==> config.mk <==
export PLATFORM = sky130hd
export DESIGN_NAME = mavlink_v1_framer
export DESIGN_NICKNAME = d
export VERILOG_FILES = /design/src/hw/rtl/mvf_pkg.sv /design/src/hw/rtl/mavlink_v1_framer.sv
export SDC_FILE = /design/constraint.sdc
export NUM_CORES = 1
export LEC_CHECK = 0
export BUFFER_PORTS_ARGS = -buffer_cell sky130_fd_sc_hd__buf_2
export CORE_AREA = 2 2 170 172
export CTS_BUF_LIST = sky130_fd_sc_hd__clkbuf_8
export DETAILED_ROUTE_END_ITERATION = 8
export DIE_AREA = 0 0 172 174
export PLACE_DENSITY_LB_ADDON = 0.05
export SKIP_CTS_REPAIR_TIMING = 1
export SLEW_MARGIN = 20
export SYNTH_ARGS = -nofsm -noshare
export SYNTH_HDL_FRONTEND = slang
export SYNTH_SLANG_ARGS = --single-unit
==> constraint.sdc <==
create_clock -name clk -period 3.3 [get_ports clk]
set_input_delay 0.495 -clock clk [delete_from_list [all_inputs] [get_ports clk]]
set_output_delay 0.495 -clock clk [all_outputs]
set_load 0.02 [all_outputs]
==> src/hw/rtl/mvf_pkg.sv <==
// shared constants and the x.25 checksum step for the mavlink v1 framer
package mvf_pkg;

    localparam logic [7:0]  STX_BYTE        = 8'hFE;
    localparam logic [15:0] CRC_INIT        = 16'hFFFF;

    localparam int          RESULTS_MAX     = 8;
    localparam int          CNT_WIDTH       = $clog2(RESULTS_MAX + 1);
    localparam int          CFG_INDEX_WIDTH = 1;
    localparam int          CFG_DATA_WIDTH  = 8;

    localparam logic [CFG_INDEX_WIDTH-1:0] REG_SOURCE_SYSTEM    = 1'b0;
    localparam logic [CFG_INDEX_WIDTH-1:0] REG_SOURCE_COMPONENT = 1'b1;

    localparam logic CMD_START   = 1'b0;
    localparam logic CMD_PAYLOAD = 1'b1;

    localparam logic [7:0] SYS_RESET  = 8'd255;
    localparam logic [7:0] COMP_RESET = 8'd190;

    // one byte of the mcrf4xx checksum
    function automatic logic [15:0] crc_fold(input logic [15:0] crc, input logic [7:0] b);
        logic [7:0]  t;
        logic [15:0] w;
        t = b ^ crc[7:0];
        t = t ^ {t[3:0], 4'b0000};
        w = {8'h00, t};
        return {8'h00, crc[15:8]} ^ (w << 8) ^ (w << 3) ^ (w >> 4);
    endfunction

endpackage

==> src/hw/rtl/mavlink_v1_framer.sv <==
// mavlink v1 frame serialiser with header, payload echo and x.25 checksum
// the first byte of a transaction's results appears in the cycle after it is accepted
// throughput: one output byte per cycle unless out_stall; a start gives 6 or 8 bytes,
//   a payload byte 1 or 3, so a new input transaction is taken on the cycle the last
//   pending byte is taken; the result shift buffer (8 bytes) sets that rate
// reset (rst_n low, asynchronous): no frame open, checksum 0xffff, sequence 0, ids 255/190
module mavlink_v1_framer
(
    input  logic                                  clk,
    input  logic                                  rst_n,
    input  logic                                  cfg_write_en,
    input  logic [mvf_pkg::CFG_INDEX_WIDTH-1:0]   cfg_index,
    input  logic [mvf_pkg::CFG_DATA_WIDTH-1:0]    cfg_data,
    input  logic                                  in_valid,
    output logic                                  in_stall,
    input  logic                                  command,
    input  logic [7:0]                            message_id,
    input  logic [7:0]                            crc_extra,
    input  logic [7:0]                            payload_length,
    input  logic [7:0]                            data_byte,
    output logic                                  out_valid,
    input  logic                                  out_stall,
    output logic [7:0]                            out_byte,
    output logic                                  frame_end,
    output logic                                  error
);

    // configuration registers
    logic [7:0] sys_reg;
    logic [7:0] comp_reg;

    // frame state
    logic [15:0] crc_reg, crc_next;
    logic [7:0]  seq_reg, seq_next;
    logic [7:0]  rem_reg, rem_next;
    logic [7:0]  extra_reg, extra_next;
    logic        open_reg, open_next;

    // result shift buffer
    logic [7:0]                      buf_reg [mvf_pkg::RESULTS_MAX];
    logic [7:0]                      buf_next [mvf_pkg::RESULTS_MAX];
    logic [mvf_pkg::CNT_WIDTH-1:0]   cnt_reg, cnt_next;
    logic                            end_reg, end_next;
    logic                            err_reg, err_next;

    logic in_take;
    logic out_take;
    logic load_ok;

    // checksum chain
    logic [15:0] h1, h2, h3, h4, h5, h6;
    logic [15:0] p1, p2;

    // handshake
    assign out_valid = (cnt_reg != '0);
    assign out_take  = out_valid && !out_stall;
    assign load_ok   = (cnt_reg == '0) ||
                       (cnt_reg == mvf_pkg::CNT_WIDTH'(1) && !out_stall);
    assign in_stall  = !load_ok;
    assign in_take   = in_valid && load_ok;

    // output fields
    assign out_byte  = buf_reg[0];
    assign frame_end = end_reg && (cnt_reg == mvf_pkg::CNT_WIDTH'(1));
    assign error     = err_reg;

    // header and payload checksum steps
    always_comb
    begin
        h1 = mvf_pkg::crc_fold(mvf_pkg::CRC_INIT, payload_length);
        h2 = mvf_pkg::crc_fold(h1, seq_reg);
        h3 = mvf_pkg::crc_fold(h2, sys_reg);
        h4 = mvf_pkg::crc_fold(h3, comp_reg);
        h5 = mvf_pkg::crc_fold(h4, message_id);
        h6 = mvf_pkg::crc_fold(h5, crc_extra);
        p1 = mvf_pkg::crc_fold(crc_reg, data_byte);
        p2 = mvf_pkg::crc_fold(p1, extra_reg);
    end

    // next state and result buffer
    always_comb
    begin
        crc_next   = crc_reg;
        seq_next   = seq_reg;
        rem_next   = rem_reg;
        extra_next = extra_reg;
        open_next  = open_reg;
        end_next   = end_reg;
        err_next   = err_reg;
        cnt_next   = cnt_reg;
        for (int i = 0; i < mvf_pkg::RESULTS_MAX; i++)
        begin
            buf_next[i] = buf_reg[i];
        end

        // shift out a taken byte
        if (out_take)
        begin
            for (int i = 0; i < mvf_pkg::RESULTS_MAX - 1; i++)
            begin
                buf_next[i] = buf_reg[i+1];
            end
            cnt_next = cnt_reg - mvf_pkg::CNT_WIDTH'(1);
        end

        // load the results of a new transaction
        if (in_take)
        begin
            end_next = 1'b0;
            err_next = 1'b0;
            if (command == mvf_pkg::CMD_START)
            begin
                buf_next[0] = mvf_pkg::STX_BYTE;
                buf_next[1] = payload_length;
                buf_next[2] = seq_reg;
                buf_next[3] = sys_reg;
                buf_next[4] = comp_reg;
                buf_next[5] = message_id;
                buf_next[6] = h6[7:0];
                buf_next[7] = h6[15:8];
                seq_next    = 8'(seq_reg + 8'd1);
                extra_next  = crc_extra;
                rem_next    = payload_length;
                if (payload_length == 8'd0)
                begin
                    cnt_next  = mvf_pkg::CNT_WIDTH'(8);
                    end_next  = 1'b1;
                    crc_next  = h6;
                    open_next = 1'b0;
                end
                else
                begin
                    cnt_next  = mvf_pkg::CNT_WIDTH'(6);
                    crc_next  = h5;
                    open_next = 1'b1;
                end
            end
            else if (!open_reg)
            begin
                // payload byte with no frame open
                buf_next[0] = 8'd0;
                cnt_next    = mvf_pkg::CNT_WIDTH'(1);
                err_next    = 1'b1;
            end
            else
            begin
                buf_next[0] = data_byte;
                buf_next[1] = p2[7:0];
                buf_next[2] = p2[15:8];
                rem_next    = 8'(rem_reg - 8'd1);
                if (rem_reg == 8'd1)
                begin
                    cnt_next  = mvf_pkg::CNT_WIDTH'(3);
                    end_next  = 1'b1;
                    crc_next  = p2;
                    open_next = 1'b0;
                end
                else
                begin
                    cnt_next = mvf_pkg::CNT_WIDTH'(1);
                    crc_next = p1;
                end
            end
        end
    end

    // configuration writes
    always_ff @(posedge clk or negedge rst_n)
    begin
        if (!rst_n)
        begin
            sys_reg  <= mvf_pkg::SYS_RESET;
            comp_reg <= mvf_pkg::COMP_RESET;
        end
        else if (cfg_write_en)
        begin
            unique case (cfg_index)
                mvf_pkg::REG_SOURCE_SYSTEM:    sys_reg  <= cfg_data;
                mvf_pkg::REG_SOURCE_COMPONENT: comp_reg <= cfg_data;
                default: ;
            endcase
        end
    end

    // control and frame state
    always_ff @(posedge clk or negedge rst_n)
    begin
        if (!rst_n)
        begin
            crc_reg   <= mvf_pkg::CRC_INIT;
            seq_reg   <= 8'd0;
            rem_reg   <= 8'd0;
            extra_reg <= 8'd0;
            open_reg  <= 1'b0;
            cnt_reg   <= '0;
            end_reg   <= 1'b0;
            err_reg   <= 1'b0;
        end
        else
        begin
            crc_reg   <= crc_next;
            seq_reg   <= seq_next;
            rem_reg   <= rem_next;
            extra_reg <= extra_next;
            open_reg  <= open_next;
            cnt_reg   <= cnt_next;
            end_reg   <= end_next;
            err_reg   <= err_next;
        end
    end

    // result bytes carry no reset
    always_ff @(posedge clk)
    begin
        for (int i = 0; i < mvf_pkg::RESULTS_MAX; i++)
        begin
            buf_reg[i] <= buf_next[i];
        end
    end

    // an accepted transaction always leaves results pending
    assert property (@(posedge clk) disable iff (!rst_n)
        in_valid && !in_stall |=> out_valid)
        else $error("no result after accepted transaction");

    // the input side only stalls while results are pending
    assert property (@(posedge clk) disable iff (!rst_n)
        in_stall |-> out_valid)
        else $error("stall with empty result buffer");

    // an error result is a single zero byte that never closes a frame
    assert property (@(posedge clk) disable iff (!rst_n)
        out_valid && error |-> cnt_reg == mvf_pkg::CNT_WIDTH'(1) && out_byte == 8'd0 && !frame_end)
        else $error("malformed error result");

    // an open frame always has payload bytes to come
    assert property (@(posedge clk) disable iff (!rst_n)
        open_reg |-> rem_reg != 8'd0)
        else $error("open frame with no bytes remaining");

endmodule

==> metrics.md <==
| Metric | Value |
|---|---|
| Status | `complete, no violations` |
| Syn Nets | `865` |
| I/O pin count | `59` |
| Full die area | `29900 um2` |
| Nets | `1020` |
| Crit path capture type | `flip-flop` |
| Hold crit path type | `input port to asynchronous set/reset pin` |
| Final Non-Filler Cells | `1364` |
| Fraction of layout cells with a size suffix above 1 | `0.344` |
| Clock transition at path regs | `0.09 ns` |
| Max FFs per register | `64` |
| DRT iter0 DRCs | `340` |
| Via-per-instance ratio | `4.72` |
| Slew @ Worst Pin | `0.911 ns` |
| DRC | `0` |
| Gr usage total | `0.193` |
| Setup violations, final | `0` |
| Post-synth cell types | `58` |
| Area growth, synth to finish | `25.3%` |
| Global-route wire length before repair | `42500 um` |
| TritonCTS sink count | `127` |
| F_max | `312 MHz` |
| GP Congestion | `0.834` |
| Post-synthesis async set-or-reset flop share | `0.496` |
| Skew final | `0.0175 ns` |
| Worst-case reg-to-reg path depth | `10` |
| Cell count after synthesis | `812` |
| Average size of a mapped cell | `10.2 um2` |
| Most common flop cell mapped by yosys | `dfxtp_1` |
| Die Y | `174 um` |
| Post-layout minimum cycle time | `3.21 ns` |
| Flops & latches, synth | `127` |
| Post-detailed-route wirelength per cell | `20.5 um` |
| Overflow after GRT | `0` |
| Crit-path max FO | `4` |
| Area occupied by multi-input gates | `5040 um2` |
| Reg-to-reg startpoint | `seq_reg[3]$_DFFE_PN0P_` |
| RSZ-0062 raised after global routing | `true` |
| FF/Latch Area | `3060 um2` |
| Clk_lat worst skew | `0.46 ns` |
| Rows | `62` |
| DRT Pass-1 Iters | `5` |
| Final antenna-violating net count | `0` |
| R2R Setup Slk | `0.09 ns` |
| CP required | `3.67 ns` |
| CTS max path bufs | `2` |
| Die width | `172 um` |
| Crit path kind | `flip-flop to flip-flop` |
| EDFF count, synth | `16` |
| Endpoints failing hold | `0` |
| CTS tree | `yes` |
| Final WL | `28000 um` |
| CORE AREA | `28200 um2` |
| Largest net degree at the start of global routing | `64` |
| Sequential share of the synthesized area | `0.369` |
| Slew Limit Headroom | `0.393` |
| ANT cells | `0` |
| Fillcell total | `2911` |
| Inserted Clock Buffers | `17` |
| # port buffers | `58` |
| MaxCap Viol Count | `0` |
| Vias in the first global route | `6710` |
| CP Launch Type | `flip-flop` |
| Initial antenna violation count | `0` |
| Worst r2r dst | `crc_reg[10]$_DFFE_PN1P_` |
| Final worst-path cycle share | `0.972` |
| HPWL Detailed | `21600 um` |
| CTS root buffer | `clkbuf_8` |
| CP arrival | `3.58 ns` |
| Hold_ws | `0.242 ns` |
| H-tree Lvls | `4` |
| Initial Util | `0.293` |
| Yosys warns | `0` |
| Via count | `6440` |
| Mapped Area | `8270 um2` |
| DP Cell Count | `1323` |
| Final Max Slew Viols | `0` |
## critical path, stage by stage (launching register included)
cell	delay, ns
dfrtp_1	0.42
buf_4	0.15
xnor3_1	0.34
xor2_1	0.18
xnor3_1	0.48
buf_4	0.17
xnor3_2	0.44
xnor2_2	0.22
xnor3_2	0.30
a222oi_1	0.32
a21oi_1	0.11
## worst max path at each step
stage                                       from                       to  slack, ns  cells after the start
final                     seq_reg[3]$_DFFE_PN0P_  crc_reg[10]$_DFFE_PN1P_       0.09                     10
after global routing      sys_reg[0]$_DFFE_PN1P_  crc_reg[10]$_DFFE_PN1P_      -0.12                      9
after CTS                 sys_reg[7]$_DFFE_PN1P_   crc_reg[2]$_DFFE_PN1P_      -0.15                      9
after detailed placement       payload_length[6]   crc_reg[2]$_DFFE_PN1P_      -0.36                     11
after global placement         payload_length[6]   crc_reg[2]$_DFFE_PN1P_      -0.38                     11
after floorplan                payload_length[3]  crc_reg[10]$_DFFE_PN1P_       0.02                      9
## routing by layer
metal  up-vias  share of wire  track usage
li1       3115              -            -
met1      3161           0.48        0.269
met2       141           0.47        0.312
met3        23          0.030       0.0221
met4         0          0.022       0.0623
met5         -              0            0
## stage by stage
step | TNS [ns] | cell area [um2] | utilization | setup slack (ns)
2_1_floorplan | 0 | 8280 | - | 0.0242
3_3_place_gp | -4.13 | 9750 | 0.345 | -0.376
3_5_place_dp | -4.37 | 9750 | 0.345 | -0.361
4_1_cts | -0.449 | 10100 | 0.358 | -0.151
5_1_grt | -0.314 | 10400 | 0.367 | -0.117
6_report | 0 | 10400 | 0.367 | 0.0932
## cell usage after synthesis (3+ instances only)
cell,count,area [um2]
nor2b_1,6,37.5
o22ai_1,22,138
xor3_1,6,143
clkbuf_1,32,120
nand2_1,117,439
xnor2_2,8,130
a222oi_1,4,40.0
dfrtp_1,33,826
xnor2_1,111,972
xnor2_4,4,110
edfxtp_1,16,480
nand3_1,12,60.1
o21ai_0,58,290
buf_1,8,30.0
a21oi_1,38,190
clkbuf_8,5,68.8
o211ai_1,9,67.6
nor2_1,23,86.3
mux2i_1,48,480
xor2_1,37,324
xnor3_2,5,119
inv_1,13,48.8
ha_1,6,75.1
a31oi_1,5,31.3
buf_4,10,75.1
mux2_2,19,214
a221oi_1,6,52.6
nor4_1,3,18.8
and3_1,3,18.8
a211oi_1,3,22.5
dfstp_2,30,788
dfxtp_1,48,961
o221ai_1,3,26.3
a22oi_1,3,22.5
xnor3_1,19,428
nand4_1,4,25.0
a31o_2,7,61.3
## cell families after synthesis
logic type / after synthesis / synth area share
fa+ha+maj: 6 / 0.00908
compound gates: 166 / 0.122
simple gates: 181 / 0.0938
flops: 127 / 0.369
mux: 67 / 0.0840
xor+xnor: 193 / 0.277
buf+inv: 72 / 0.0445
## area by class of cell
class | instances | area share
flip-flops and latches | 127 | 0.295
inverters | 14 | 0.00507
well taps | 384 | 0.0463
clock inverters | 14 | 0.0122
clock buffers | 18 | 0.0239
multi-input cells | 613 | 0.486
repair buffers | 194 | 0.132
## cells in the final DEF, fill, tap and decap left out, types with 4 or more instances in the layout
cell / count
a21oi_1: 36
a221oi_1: 6
a222oi_1: 4
a31o_2: 7
a31oi_1: 5
buf_12: 4
buf_2: 58
buf_4: 131
clkbuf_8: 18
clkinv_2: 5
clkinvlp_4: 4
dfrtp_1: 31
dfstp_2: 30
dfxtp_1: 48
edfxtp_1: 16
ha_1: 6
inv_1: 15
mux2_2: 19
mux2i_1: 48
nand2_1: 117
nand3_1: 12
nand4_1: 4
nor2_1: 23
nor2b_1: 6
o211ai_1: 9
o21ai_0: 58
o22ai_1: 22
xnor2_1: 99
xnor2_2: 19
xnor2_4: 5
xnor3_1: 11
xnor3_2: 13
xor2_1: 30
xor2_2: 8
xor3_1: 4
Power is not shown: default switching activity piles up to over one toggle a cycle in this logic, so the estimate is an artifact.
